==> src/fqmtf_pkg.sv <==
// Shared types, constants and helpers for the FIFO queue with move-to-front.
// No dependencies; imported by the top level and the testbench.
package fqmtf_pkg;

    localparam int DEPTH      = 16;
    localparam int DATA_WIDTH = 32;
    localparam int PTR_W      = $clog2(DEPTH);
    localparam int CNT_W      = $clog2(DEPTH + 1);

    localparam int OPCODE_W = 2;
    localparam int VALUE_W  = 32;
    localparam int FRONT_W  = 32;
    localparam int COUNT_W  = 5;
    localparam int STATUS_W = 2;

    localparam logic [OPCODE_W-1:0] OP_ENQ = 2'd0;
    localparam logic [OPCODE_W-1:0] OP_DEQ = 2'd1;
    localparam logic [OPCODE_W-1:0] OP_MTF = 2'd2;

    localparam logic [STATUS_W-1:0] STAT_OK        = 2'd0;
    localparam logic [STATUS_W-1:0] STAT_DEQ_EMPTY = 2'd1;
    localparam logic [STATUS_W-1:0] STAT_ENQ_FULL  = 2'd2;

    typedef struct packed {
        logic [OPCODE_W-1:0] opcode;
        logic [VALUE_W-1:0]  value;
    } in_beat_t;

    typedef struct packed {
        logic [FRONT_W-1:0]  front_value;
        logic                is_empty;
        logic [COUNT_W-1:0]  entry_count;
        logic [STATUS_W-1:0] status;
    } out_beat_t;

    // logical position -> physical slot in the circular store
    function automatic logic [PTR_W-1:0] phys_slot(input logic [PTR_W-1:0] head,
                                                    input logic [PTR_W-1:0] idx);
        logic [PTR_W:0] sum;
        sum = {1'b0, head} + {1'b0, idx};
        if (sum >= (PTR_W + 1)'(DEPTH)) begin
            sum = sum - (PTR_W + 1)'(DEPTH);
        end
        return sum[PTR_W-1:0];
    endfunction

    function automatic out_beat_t make_result(input logic [DATA_WIDTH-1:0] front,
                                              input logic [CNT_W-1:0]      count,
                                              input logic [STATUS_W-1:0]   status);
        out_beat_t r;
        r.front_value = (count == '0) ? '0 : FRONT_W'(front);
        r.is_empty    = (count == '0);
        r.entry_count = COUNT_W'(count);
        r.status      = status;
        return r;
    endfunction

endpackage

==> src/fqmtf_ram.sv <==
// Generic simple dual-port RAM: one write port, one read port, registered read.
// No dependencies.
module fqmtf_ram #(
    parameter int WIDTH = 32,
    parameter int DEPTH = 16
) (
    input  logic                     aclk,
    input  logic                     we,
    input  logic [$clog2(DEPTH)-1:0] waddr,
    input  logic [WIDTH-1:0]         wdata,
    input  logic [$clog2(DEPTH)-1:0] raddr,
    output logic [WIDTH-1:0]         rdata
);

    logic [WIDTH-1:0] mem [DEPTH];

    always_ff @(posedge aclk) begin
        if (we) begin
            mem[waddr] <= wdata;
        end
        rdata <= mem[raddr];
    end

endmodule

==> src/fifo_queue_with_move_to_front.sv <==
// FIFO queue with move-to-front, entries held in a circular RAM (fqmtf_ram).
// An enqueue, a dequeue that empties or misses, and a move with nothing to do register
// their result straight from the beat; any other dequeue re-reads the front from RAM.
// Move-to-front over n entries: a miss searches entries 1 to n-1, a match at position i
// does i search reads, i shift writes and 1 head write. One beat in flight at a time.
// Reset (aresetn low, synchronous) empties the queue; RAM contents are left as they are.
module fifo_queue_with_move_to_front
    import fqmtf_pkg::*;
(
    input  logic      aclk,
    input  logic      aresetn,
    input  logic      s_valid,
    output logic      s_ready,
    input  in_beat_t  s_data,
    output logic      m_valid,
    input  logic      m_ready,
    output out_beat_t m_data
);

    typedef enum logic [2:0] {
        ST_IDLE,
        ST_FRONT,
        ST_SEARCH,
        ST_SHIFT,
        ST_PLACE
    } state_t;

    state_t                 state_reg;
    logic [CNT_W-1:0]       count_reg;
    logic [PTR_W-1:0]       head_reg;
    logic [PTR_W-1:0]       idx_reg;
    logic [DATA_WIDTH-1:0]  front_reg;
    logic [DATA_WIDTH-1:0]  key_reg;
    logic                   m_valid_reg;
    out_beat_t              m_data_reg;

    logic                   s_beat;
    logic [DATA_WIDTH-1:0]  key;
    logic                   ram_we;
    logic [PTR_W-1:0]       ram_waddr;
    logic [DATA_WIDTH-1:0]  ram_wdata;
    logic [PTR_W-1:0]       ram_raddr;
    logic [DATA_WIDTH-1:0]  ram_rdata;
    logic                   hit;
    logic                   last_idx;

    assign s_ready  = (state_reg == ST_IDLE) && (!m_valid_reg || m_ready);
    assign s_beat   = s_valid && s_ready;
    assign key      = DATA_WIDTH'(s_data.value);
    assign m_valid  = m_valid_reg;
    assign m_data   = m_data_reg;
    assign hit      = (ram_rdata == key_reg);
    assign last_idx = (CNT_W'(idx_reg) == count_reg - CNT_W'(1));

    always_comb begin
        ram_we    = 1'b0;
        ram_waddr = head_reg;
        ram_wdata = key_reg;
        ram_raddr = phys_slot(head_reg, PTR_W'(1));
        case (state_reg)
            ST_IDLE: begin
                ram_we    = s_beat && (s_data.opcode == OP_ENQ) &&
                            (count_reg != CNT_W'(DEPTH));
                ram_waddr = phys_slot(head_reg, count_reg[PTR_W-1:0]);
                ram_wdata = key;
            end
            ST_SEARCH: begin
                // on a hit, start fetching the entry just ahead of the match
                ram_raddr = hit ? phys_slot(head_reg, idx_reg - PTR_W'(1))
                                : phys_slot(head_reg, idx_reg + PTR_W'(1));
            end
            ST_SHIFT: begin
                ram_we    = 1'b1;
                ram_waddr = phys_slot(head_reg, idx_reg);
                ram_wdata = ram_rdata;
                ram_raddr = (idx_reg >= PTR_W'(2)) ? phys_slot(head_reg, idx_reg - PTR_W'(2))
                                                    : head_reg;
            end
            ST_PLACE: begin
                ram_we    = 1'b1;
                ram_waddr = head_reg;
                ram_wdata = key_reg;
            end
            default: begin
                ram_we = 1'b0;
            end
        endcase
    end

    fqmtf_ram #(
        .WIDTH(DATA_WIDTH),
        .DEPTH(DEPTH)
    ) u_ram (
        .aclk  (aclk),
        .we    (ram_we),
        .waddr (ram_waddr),
        .wdata (ram_wdata),
        .raddr (ram_raddr),
        .rdata (ram_rdata)
    );

    always_ff @(posedge aclk) begin
        if (!aresetn) begin
            state_reg   <= ST_IDLE;
            count_reg   <= '0;
            head_reg    <= '0;
            idx_reg     <= '0;
            m_valid_reg <= 1'b0;
        end else begin
            // an accepted input beat settles m_valid_reg in its own arm below
            if (m_valid_reg && m_ready && !s_beat) begin
                m_valid_reg <= 1'b0;
            end
            case (state_reg)
                ST_IDLE: begin
                    if (s_beat) begin
                        key_reg <= key;
                        idx_reg <= PTR_W'(1);
                        case (s_data.opcode)
                            OP_ENQ: begin
                                m_valid_reg <= 1'b1;
                                if (count_reg == CNT_W'(DEPTH)) begin
                                    m_data_reg <= make_result(front_reg, count_reg,
                                                              STAT_ENQ_FULL);
                                end else begin
                                    count_reg <= count_reg + CNT_W'(1);
                                    if (count_reg == '0) begin
                                        front_reg <= key;
                                    end
                                    m_data_reg <= make_result(
                                        (count_reg == '0) ? key : front_reg,
                                        count_reg + CNT_W'(1), STAT_OK);
                                end
                            end
                            OP_DEQ: begin
                                if (count_reg == '0) begin
                                    m_valid_reg <= 1'b1;
                                    m_data_reg  <= make_result(front_reg, count_reg,
                                                               STAT_DEQ_EMPTY);
                                end else begin
                                    count_reg <= count_reg - CNT_W'(1);
                                    head_reg  <= phys_slot(head_reg, PTR_W'(1));
                                    if (count_reg == CNT_W'(1)) begin
                                        m_valid_reg <= 1'b1;
                                        m_data_reg  <= make_result(front_reg, '0, STAT_OK);
                                    end else begin
                                        m_valid_reg <= 1'b0;
                                        state_reg   <= ST_FRONT;
                                    end
                                end
                            end
                            OP_MTF: begin
                                // nothing to move when empty, single entry or hit at head
                                if (count_reg >= CNT_W'(2) && front_reg != key) begin
                                    m_valid_reg <= 1'b0;
                                    state_reg   <= ST_SEARCH;
                                end else begin
                                    m_valid_reg <= 1'b1;
                                    m_data_reg  <= make_result(front_reg, count_reg, STAT_OK);
                                end
                            end
                            default: begin
                                m_valid_reg <= 1'b1;
                                m_data_reg  <= make_result(front_reg, count_reg, STAT_OK);
                            end
                        endcase
                    end
                end
                ST_FRONT: begin
                    front_reg   <= ram_rdata;
                    m_valid_reg <= 1'b1;
                    m_data_reg  <= make_result(ram_rdata, count_reg, STAT_OK);
                    state_reg   <= ST_IDLE;
                end
                ST_SEARCH: begin
                    if (hit) begin
                        state_reg <= ST_SHIFT;
                    end else if (last_idx) begin
                        m_valid_reg <= 1'b1;
                        m_data_reg  <= make_result(front_reg, count_reg, STAT_OK);
                        state_reg   <= ST_IDLE;
                    end else begin
                        idx_reg <= idx_reg + PTR_W'(1);
                    end
                end
                ST_SHIFT: begin
                    // entry idx-1 moves down to idx, walking towards the head
                    if (idx_reg == PTR_W'(1)) begin
                        state_reg <= ST_PLACE;
                    end else begin
                        idx_reg <= idx_reg - PTR_W'(1);
                    end
                end
                ST_PLACE: begin
                    front_reg   <= key_reg;
                    m_valid_reg <= 1'b1;
                    m_data_reg  <= make_result(key_reg, count_reg, STAT_OK);
                    state_reg   <= ST_IDLE;
                end
                default: begin
                    state_reg <= ST_IDLE;
                end
            endcase
        end
    end

    a_count_bound: assert property (@(posedge aclk) disable iff (!aresetn)
        count_reg <= CNT_W'(DEPTH))
        else $error("occupancy beyond capacity");

    a_busy_no_result: assert property (@(posedge aclk) disable iff (!aresetn)
        (state_reg != ST_IDLE) |-> !m_valid_reg)
        else $error("result pending while an operation is still in progress");

    a_count_on_beat: assert property (@(posedge aclk) disable iff (!aresetn)
        !s_beat |=> $stable(count_reg))
        else $error("occupancy changed without an input beat");

    a_empty_flags: assert property (@(posedge aclk) disable iff (!aresetn)
        m_valid_reg |-> (m_data_reg.is_empty == (m_data_reg.entry_count == '0)))
        else $error("empty flag disagrees with entry count");

    a_empty_front: assert property (@(posedge aclk) disable iff (!aresetn)
        (m_valid_reg && m_data_reg.is_empty) |-> (m_data_reg.front_value == '0))
        else $error("non-zero front value on empty queue");

endmodule

==> config.mk <==
export PLATFORM = sky130hd
export DESIGN_NAME = fifo_queue_with_move_to_front
export DESIGN_NICKNAME = d
export VERILOG_FILES = /design/src/fqmtf_pkg.sv /design/src/fqmtf_ram.sv /design/src/fifo_queue_with_move_to_front.sv
export SDC_FILE = /design/constraint.sdc
export NUM_CORES = 1
export LEC_CHECK = 0
export BUFFER_PORTS_ARGS = -buffer_cell sky130_fd_sc_hd__buf_4
export CORE_MARGIN = 2
export CORE_UTILIZATION = 25
export CTS_CLUSTER_DIAMETER = 200
export DETAILED_ROUTE_END_ITERATION = 12
export SLEW_MARGIN = 30
export SYNTH_ARGS = -nofsm -noshare
export SYNTH_HDL_FRONTEND = slang
export SYNTH_HIERARCHICAL = 1
export SYNTH_SLANG_ARGS = --single-unit
==> constraint.sdc <==
create_clock -name aclk -period 9 [get_ports aclk]
set_clock_uncertainty 0.2 [all_clocks]
set_input_delay 0.9 -clock aclk [delete_from_list [all_inputs] [get_ports aclk]]
set_output_delay 0.9 -clock aclk [all_outputs]
set_load 0.005 [all_outputs]
==> flow_metrics.env, run 1 <==
export IMPL_status="complete, no violations"
export IMPL_critPathCaptureType="flip-flop"
export IMPL_antenna_found_initial=0
export IMPL_clkPwrFrac=0.409
export IMPL_setup_ws_ns=3.80
export IMPL_die_area_um2=114000
export IMPL_p_leak_nw=10.5
export IMPL_syn_nets=1720
export IMPL_cts_made_buffers=69
export IMPL_arrival_ns=5.54
export IMPL_post_route_period_util=0.578
export IMPL_cts_sinks=665
export IMPL_n_antenna_cell=0
export IMPL_setup_tns_ns=0
export IMPL_ys_ff_latch=665
export IMPL_cts_tree="built"
export IMPL_final_common_cell="edfxtp_1"
export IMPL_gr_total_overflow=0
export IMPL_p_per_area_nw_per_um2=210
export IMPL_dr_pass1_iters=5
export IMPL_ys_flop_type="edfxtp_1"
export IMPL_gp_congestion=0.859
export IMPL_synthCells=1654
export IMPL_tightestPinTransition_ns=0.942
export IMPL_hpwl_um=41300
export IMPL_seq_area_frac_synth=0.700
export IMPL_grt_setup_unrepaired="no"
export IMPL_final_cells=3288
export IMPL_grt_usage=0.120
export IMPL_place_ws_ns=3.82
export IMPL_clock_latency_ns=0.60
export IMPL_drt_total_wl_um=70100
export IMPL_postCtsResizedCells=0
export IMPL_final_nets=1811
export IMPL_io_buffers=79
export IMPL_vias_per_cell=4.81
export IMPL_vias=15810
export IMPL_combPwrFrac=0.077
export IMPL_drv_cap=0
export IMPL_start_kind="flip-flop"
export IMPL_cts_root_buf="clkbuf_16"
export IMPL_yosysWarningCount=6
export IMPL_syn2layout_area_growth_pct=17.3
export IMPL_crit_fanout=32
export IMPL_fin_crit_ns=5.20
export IMPL_ys_types=59
export IMPL_core_um2=111000
export IMPL_slew_violations=0
export IMPL_initial_core_util=0.252
export IMPL_p_switching_w=0.00156
export IMPL_hold_viol=0
export IMPL_io_pins=80
export IMPL_drive_gt1_frac=0.214
export IMPL_layout_common_cells="edfxtp_1 (616), a22oi_1 (132), nand2_1 (130)"
export IMPL_worstPathRequired_ns=9.34
export IMPL_setup_violations=0
export IMPL_rows=122
export IMPL_drtAntennaViolNets=0
export IMPL_synth_top_area_frac=0.665
export IMPL_p_sw_frac=0.228
export IMPL_grt_max_degree=71
export IMPL_synth_edf_count=616
export IMPL_power_w=0.00686
export IMPL_max_freq_mhz=192
export IMPL_p_int_w=0.00530
export IMPL_clk_pin_slew_worst_paths_ns=0.06
export IMPL_htreeDepth=3
export IMPL_synth_top_cell_by_area="edfxtp_1"
export IMPL_wire_per_inst_um=21.3
export IMPL_synth_area_leaders="edfxtp_1 (66%), mux4_2 (10%), a22oi_1 (3.6%), dfxtp_1 (3.5%), nand2_1 (1.8%)"
export IMPL_grt_pass1_wl_um=103000
export IMPL_grt_pass1_vias=15626
export IMPL_seqPwrFrac=0.513
export IMPL_ctsHoldBuffers=0
export IMPL_die_w_um=338
export IMPL_cts_path_max_buffers=3
export IMPL_ir_drop_mv=0.136
export IMPL_hp_class="in -> reg"
export IMPL_largest_register_ffs=512
export IMPL_drtIter0Drc=1434
export IMPL_syn_area_um2=27800
export IMPL_rrSetupSlack_ns=3.80
export IMPL_syn_avg_cell_area_um2=16.8
export IMPL_die_h_um=338
export IMPL_holdWs_ns=0.328
export IMPL_postCtsSetupBuffers=0
export IMPL_crit_type="reg -> reg"
export IMPL_maxSlewHeadroom=0.371
export IMPL_async_flop_share=0
export IMPL_drc=0
export IMPL_dp_cells=3162
[per-stage QoR]
stage	util	area, µm²
global route	0.295	32600
finish	0.295	32600
global placement	0.275	30300
CTS	0.295	32600
floorplan	-	27800
detailed placement	0.275	30400
[final timing paths]
| check | end | depth (start not counted) | from |
|---|---|---|---|
| max | u_ram/rdata[1] | 16 | key_reg[1] |
| min | key_reg[13] | 1 | s_data[13] |
| max reg2reg | u_ram/rdata[1] | 16 | key_reg[1] |
| min reg2reg | u_ram/rdata[11] | 3 | u_ram/mem[15][11] |
[worst max-delay path, stage by stage (launching register included)]
cell and delay, ns:
edfxtp_1 0.44, xor2_1 0.23, nor4_1 0.61, nand4_1 0.38, nor2_1 0.36, mux2i_1 0.27, xnor2_1 0.16, ha_1 0.29
a21oi_1 0.17, xnor2_1 0.11, nor3_1 0.18, o21ai_0 0.12, a22oi_1 0.52, nor2b_4 0.25, buf_4 0.49, a22oi_1 0.20
nand2_1 0.10
[synth_stat cells (all sizes together) (2+ instances only)]
| master | number |
|---|---|
| xor2 | 43 |
| a22oi | 133 |
| a211oi | 4 |
| nor3b | 2 |
| a31oi | 3 |
| a21o | 6 |
| nor4 | 14 |
| nand3 | 10 |
| a22o | 4 |
| dfxtp | 49 |
| nand2 | 130 |
| and2 | 3 |
| nand4 | 11 |
| fa | 3 |
| nor2b | 4 |
| a21boi | 34 |
| buf | 37 |
| xnor2 | 45 |
| or3 | 3 |
| nor2 | 43 |
| o21ai | 54 |
| mux2 | 2 |
| mux2i | 36 |
| o21a | 4 |
| nand2b | 9 |
| a211o | 2 |
| ha | 25 |
| nor3 | 14 |
| inv | 17 |
| nand3b | 2 |
| mux4 | 128 |
| o22ai | 67 |
| a21oi | 18 |
| clkbuf | 61 |
| edfxtp | 616 |
[logic make-up after synthesis]
| kind of cell | after synthesis | share of synthesized area |
|---|---|---|
| DFF | 665 | 0.700 |
| AOI/OAI and AO/OA | 342 | 0.0838 |
| and+or+nand+nor | 250 | 0.0402 |
| muxes | 166 | 0.117 |
| buffers and inverters | 115 | 0.0175 |
| xor gates and xnor gates | 88 | 0.0277 |
| adders and majority gates | 28 | 0.0134 |
[metal layers]
layer | up-vias | track usage | part of all wire
met5 | - | 0 | 0
met4 | 0 | 0.0350 | 0.022
met3 | 94 | 0.0194 | 0.071
met2 | 613 | 0.196 | 0.48
met1 | 8260 | 0.164 | 0.43
li1 | 6843 | - | -
[final cells by class]
class / count / area [µm²]
clock buffers: 99 / 1960
clock inverters: 27 / 290
fillers: 10914 / 77900
inverters: 17 / 63.8
multi-input cells: 874 / 8060
flip-flops and latches: 665 / 19500
well taps: 1488 / 1860
repair buffers: 118 / 913
[power by group through the flow]
stage	clock, W	sequential (W)	combinational, W
2_1_floorplan	0	0.00357	0.000344
3_3_place_gp	0	0.00358	0.000515
3_5_place_dp	0	0.00359	0.000530
4_1_cts	0.00287	0.00352	0.000531
5_1_grt	0.00298	0.00353	0.000573
6_report	0.00281	0.00352	0.000529
Power figures use the tool's default switching activity.
==> inputs of run 2 (changes only) <==
==> constraint.sdc (replaced) <==
create_clock -name aclk -period 4.3 [get_ports aclk]
set_clock_uncertainty 0.2 [all_clocks]
set_input_delay 0.43 -clock aclk [delete_from_list [all_inputs] [get_ports aclk]]
set_output_delay 0.43 -clock aclk [all_outputs]
set_load 0.005 [all_outputs]
==> run 2 against run 1 <==
Against the previous run:
- critical path depth up 2
- register-to-register slack got worse by 3.7 ns
- total power is 110% higher
- via count rose by 3.4%
- global-route usage grew 0.32 points
- utilization rose by 1.7 points
- fmax increased by 23%
- sequential power increased by 110%
- sequential share of layout area down 3.2 points
- non-clock buffer count up 129
- final area rose by 5.6%
- flip-flop and latch count unchanged
- highest routed layer unchanged
==> flow_metrics.env, run 2 (synthesis gave the netlist of run 1 again) <==
export IMPL_status="complete, no violations"
export IMPL_rrSetupSlack_ns=0.06
export IMPL_rows=122
export IMPL_drive_gt1_frac=0.270
export IMPL_multi_input_area_um2=8280
export IMPL_crit_type="reg -> reg"
export IMPL_setup_violations=0
export IMPL_arrival_ns=4.52
export IMPL_drtAntennaViolNets=0
export IMPL_cts_root_buf="clkbuf_16"
export IMPL_largest_register_ffs=512
export IMPL_layout_common_cells="edfxtp_1 (616), buf_4 (168), nand2_1 (130)"
export IMPL_cts_made_buffers=66
export IMPL_setup_tns_ns=0
export IMPL_post_route_period_util=0.986
export IMPL_max_freq_mhz=236
export IMPL_vias_per_cell=4.78
export IMPL_gr_total_overflow=0
export IMPL_initial_core_util=0.252
export IMPL_crit_fanout=5
export IMPL_regToRegStartpoint="key_reg[2]"
export IMPL_die_area_um2=114000
export IMPL_drtIter0Drc=1410
export IMPL_io_buffers=79
export IMPL_core_um2=111000
export IMPL_cts_tree="built"
export IMPL_clk_pin_slew_worst_paths_ns=0.06
export IMPL_drt_total_wl_um=73400
export IMPL_die_h_um=338
export IMPL_grt_max_degree=48
export IMPL_ir_drop_mv=0.241
export IMPL_htreeDepth=3
export IMPL_hp_class="in -> reg"
export IMPL_die_w_um=338
export IMPL_grt_setup_unrepaired="yes"
export IMPL_vias=16345
export IMPL_final_common_cell="edfxtp_1"
export IMPL_cts_sinks=665
export IMPL_drc=0
export IMPL_fin_crit_ns=4.24
export IMPL_critPathCaptureType="flip-flop"
export IMPL_cts_path_max_buffers=3
export IMPL_maxSlewHeadroom=0.498
export IMPL_start_kind="flip-flop"
export IMPL_grt_pass1_vias=16193
export IMPL_slew_violations=0
export IMPL_grt_pass1_wl_um=105000
export IMPL_final_nets=1937
export IMPL_grt_usage=0.123
export IMPL_antenna_found_initial=2
export IMPL_io_pins=80
export IMPL_p_per_area_nw_per_um2=422
export IMPL_hpwl_um=45300
export IMPL_hold_start="m_ready"
export IMPL_ff_latch_area_um2=19500
export IMPL_wire_per_inst_um=21.5
export IMPL_tightestPinTransition_ns=0.747
export IMPL_dr_pass1_iters=6
export IMPL_worstPathRequired_ns=4.58
export IMPL_clock_latency_ns=0.61
export IMPL_p_leak_nw=11.3
export IMPL_hold_viol=0
export IMPL_power_w=0.0146
export IMPL_startpoint="key_reg[2]"
export IMPL_gp_congestion=0.815
export IMPL_drv_cap=0
export IMPL_fillers=10725
export IMPL_holdWs_ns=0.0820
export IMPL_syn2layout_area_growth_pct=23.8
==> run 2: cell count changes in the layout (fill, tap and decap cells not counted), moves of 4 or more <==
cell,change
a22oi_1,-30
a22oi_2,+30
clkinv_2,-6
buf_12,+29
dlygate4sd3_1,+33
buf_4,+53
nor3_4,+4
clkbuf_16,+6
==> run 2: stage by stage <==
step	cells	setup WS [ns]	cell area (µm²)	util
finish	3416	0.0613	34500	0.312
global placement	3237	-0.280	31300	0.283
floorplan	1654	0.0688	27900	-
detailed placement	3238	-0.298	31300	0.283
global route	3415	-0.0510	34500	0.312
CTS	3396	-0.0298	33900	0.307
==> run 2: area by class of cell <==
cell class,instances,area share
diodes,3,0.000218
clock buffers,96,0.0553
clock inverters,26,0.00944
inverters,17,0.00185
multi-input cells,874,0.240
flip-flops and latches,665,0.565
well taps,1488,0.0540
repair buffers,247,0.0736
==> run 2: worst max-delay path, cell delays in order (launching register included) <==
cell and delay, ns:
edfxtp_1 0.40, xor2_1 0.19, nor4_2 0.38, nand4_1 0.21, nor2_1 0.15, buf_4 0.16
xor2_2 0.16, buf_4 0.13, inv_2 0.03, fa_1 0.44, nor2_1 0.14, a31oi_2 0.07
o21ai_4 0.22, buf_4 0.19, clkbuf_16 0.20, buf_4 0.16, mux4_2 0.31, a22oi_1 0.28
nand2_1 0.08
==> run 2: power breakdown <==
| part | total, W | leakage, nW | switching (W) | internal, W |
|---|---|---|---|---|
| Sequential | 0.00735 | 5.99 | 0.0000872 | 0.00727 |
| Clock | 0.00592 | 1.08 | 0.00245 | 0.00347 |
| Combinational | 0.00128 | 4.24 | 0.000747 | 0.000537 |
| Total | 0.0146 | 11.3 | 0.00328 | 0.0113 |
==> run 2: what timing repair did <==
item                                    in CTS  in global routing
endpoints found under the setup margin      32                 32
pin swaps                                    2                 30
hold buffers                                33                  0
setup buffers                                3                 12
hold endpoints to repair                    35                  0
cloned                                       0                  9
gates resized for setup                      8                 47
==> run 2: worst paths after layout <==
kind	to	depth (start not counted)
worst min register to register	idx_reg[0]	2
worst min-delay path	m_valid	4
worst max-delay path	u_ram/rdata[3]	18
worst max register to register	u_ram/rdata[3]	18
==> run 2: metal layers <==
metal | track usage | vias up | wire length [µm] | part of all wire
met1 | 0.162 | 8368 | 30100 | 0.41
li1 | - | 7114 | - | -
met3 | 0.0223 | 110 | 5420 | 0.074
met2 | 0.203 | 753 | 36000 | 0.49
met4 | 0.0426 | 0 | 1930 | 0.026
met5 | 0 | - | 0 | 0
==> inputs of run 3 (changes only) <==
--- a/config.mk
+++ b/config.mk
@@ -10,6 +10,7 @@
 export CORE_UTILIZATION = 25
 export CTS_CLUSTER_DIAMETER = 200
 export DETAILED_ROUTE_END_ITERATION = 12
+export RECOVER_POWER = 25
 export SLEW_MARGIN = 30
 export SYNTH_ARGS = -nofsm -noshare
 export SYNTH_HDL_FRONTEND = slang
==> run 3 against run 2 <==
Against the previous run:
- the run now ends with capacitance limit, slew limit left
- total power is 0.22% lower
- global-route usage stayed put
- critical path depth stayed put
- worst setup slack worse by 0.0072 ns
- sequential share of layout area is 0.42 points higher
- non-clock buffer count stayed put
- critical path type unchanged
- routed wire length is 0.16% lower
- final cell count hardly changed
- count of clock-buffer cells in the layout stayed put
- combinational power hardly changed
==> flow_metrics.env, run 3 (synthesis gave the netlist of run 1 again) <==
export IMPL_die_w_um=338
export IMPL_arrival_ns=4.52
export IMPL_maxSlewHeadroom=-0.354
export IMPL_dr_pass1_iters=5
export IMPL_drc=0
export IMPL_violations="capacitance limit, slew limit"
export IMPL_p_leak_nw=11.1
export IMPL_final_common_cell="edfxtp_1"
export IMPL_fillers=10796
export IMPL_gp_congestion=0.815
export IMPL_drt_total_wl_um=73300
export IMPL_max_freq_mhz=236
export IMPL_die_h_um=338
export IMPL_drv_cap=2
export IMPL_grt_setup_unrepaired="yes"
export IMPL_ir_drop_mv=0.241
export IMPL_setup_violations=0
export IMPL_grt_pass1_vias=16193
export IMPL_htreeDepth=3
export IMPL_initial_core_util=0.252
export IMPL_status="finished with violations"
export IMPL_regToRegStartpoint="key_reg[26]"
export IMPL_drtIter0Drc=1410
export IMPL_clock_latency_ns=0.61
export IMPL_reg2reg_depth=18
export IMPL_largest_register_ffs=512
export IMPL_worstPathRequired_ns=4.58
export IMPL_syn2layout_area_growth_pct=22.9
export IMPL_cts_root_buf="clkbuf_16"
export IMPL_rows=122
export IMPL_fin_crit_ns=4.25
export IMPL_hp_class="in -> reg"
export IMPL_clk_pin_slew_worst_paths_ns=0.06
export IMPL_min_to="m_valid"
export IMPL_grt_usage=0.123
export IMPL_drtAntennaViolNets=0
export IMPL_cts_made_buffers=66
export IMPL_core_um2=111000
export IMPL_cts_path_max_buffers=3
export IMPL_dp_cells=3238
export IMPL_final_nets=1937
export IMPL_vias_per_cell=4.77
export IMPL_wire_per_inst_um=21.5
export IMPL_vias=16305
export IMPL_tightestPinTransition_ns=2.03
export IMPL_cts_sinks=665
export IMPL_grt_max_degree=48
export IMPL_holdWs_ns=0.0853
export IMPL_place_ws_ns=-0.298
export IMPL_post_route_period_util=0.987
export IMPL_layout_common_cells="edfxtp_1 (616), nand2_1 (130), mux4_2 (128)"
export IMPL_multi_input_area_um2=8260
export IMPL_crit_type="reg -> reg"
export IMPL_antenna_found_initial=2
export IMPL_ff_latch_area_um2=19500
export IMPL_critPathMaxStageDelay_ns=0.44
export IMPL_power_w=0.0145
export IMPL_die_area_um2=114000
export IMPL_io_buffers=79
export IMPL_whs_path_depth=4
export IMPL_hpwl_um=45300
export IMPL_cp_cell_sequence="xor2_1 > nor4_2 > nand4_1 > nor2_1 > buf_4 > xor2_2 > buf_4 > inv_2 > fa_1 > nor2_1 > a31oi_2 > o21ai_4 > buf_4 > clkbuf_16 > buf_4 > mux4_2 > a22oi_1 > nand2_1"
export IMPL_drive_gt1_frac=0.237
export IMPL_rrSetupSlack_ns=0.05
export IMPL_io_pins=80
export IMPL_final_cells=3415
export IMPL_fin_util=0.310
export IMPL_grt_pass1_wl_um=105000
export IMPL_slew_violations=69
export IMPL_cp_common_cell="buf_4"
export IMPL_hold_start="m_ready"
export IMPL_setup_ws_ns=0.0542
export IMPL_cp_slowest_cell="fa_1"
export IMPL_start_kind="flip-flop"
export IMPL_p_per_area_nw_per_um2=425
export IMPL_hold_viol=0
export IMPL_r2r_end="u_ram/rdata[3]"
export IMPL_cts_tree="built"
export IMPL_gr_total_overflow=0
export IMPL_crit_fanout=5
export IMPL_critPathCaptureType="flip-flop"
==> run 3: final cells by class <==
type,instances,share of cell area
Antenna cell,2,0.000146
Clock inverter,26,0.00951
Inverter,17,0.00187
Tap cell,1488,0.0544
Sequential cell,665,0.569
Multi-Input combinational cell,874,0.241
Clock buffer,96,0.0557
Timing Repair Buffer,247,0.0673
==> run 3: power by group <==
group          total [W]  switching, W  internal [W]  leakage (nW)
Sequential       0.00735     0.0000862       0.00727          5.99
Clock            0.00592       0.00244       0.00347          1.08
Combinational    0.00125      0.000745      0.000509          4.01
==> run 3: through the flow <==
| stage | area [µm²] | TNS (ns) |
|---|---|---|
| floorplan | 27900 | 0 |
| global placement | 31300 | -8.18 |
| detailed placement | 31300 | -5.21 |
| CTS | 33900 | -0.0298 |
| global route | 34200 | -0.310 |
| finish | 34200 | 0 |
==> run 3: how the worst max path moves through the flow <==
stage,startpoint,endpoint,slack (ns),cells past startpoint
after CTS,key_reg[26],u_ram/rdata[23],-0.03,17
after global placement,key_reg[2],u_ram/rdata[19],-0.28,16
after floorplan,state_reg[2],u_ram/mem[0][0],0.07,15
after detailed placement,key_reg[26],u_ram/rdata[23],-0.30,18
final,key_reg[26],u_ram/rdata[3],0.05,18
after global routing,key_reg[16],u_ram/rdata[18],-0.05,19
==> run 3: metal layers <==
| layer | GRT usage | vias up | share of wire |
|---|---|---|---|
| li1 | - | 7116 | - |
| met1 | 0.162 | 8395 | 0.41 |
| met2 | 0.203 | 692 | 0.49 |
| met3 | 0.0223 | 102 | 0.071 |
| met4 | 0.0426 | 0 | 0.026 |
| met5 | 0 | - | 0 |
==> run 3: what timing repair did <==
action	CTS	global route
pin swaps	2	30
endpoints found under the setup margin	32	32
cloned	0	9
setup buffers	3	12
endpoints found under the hold margin	35	0
gates resized for setup	8	47
hold buffers	33	0
==> run 3: critical path, delay by kind of cell (launching register included) <==
kind	cells	cell delay, ns
xor+xnor	2	0.39
compound gates	3	0.58
buf+inv	6	0.87
simple gates	5	0.93
mux	1	0.31
fa+ha+maj	1	0.44
flops	1	0.42
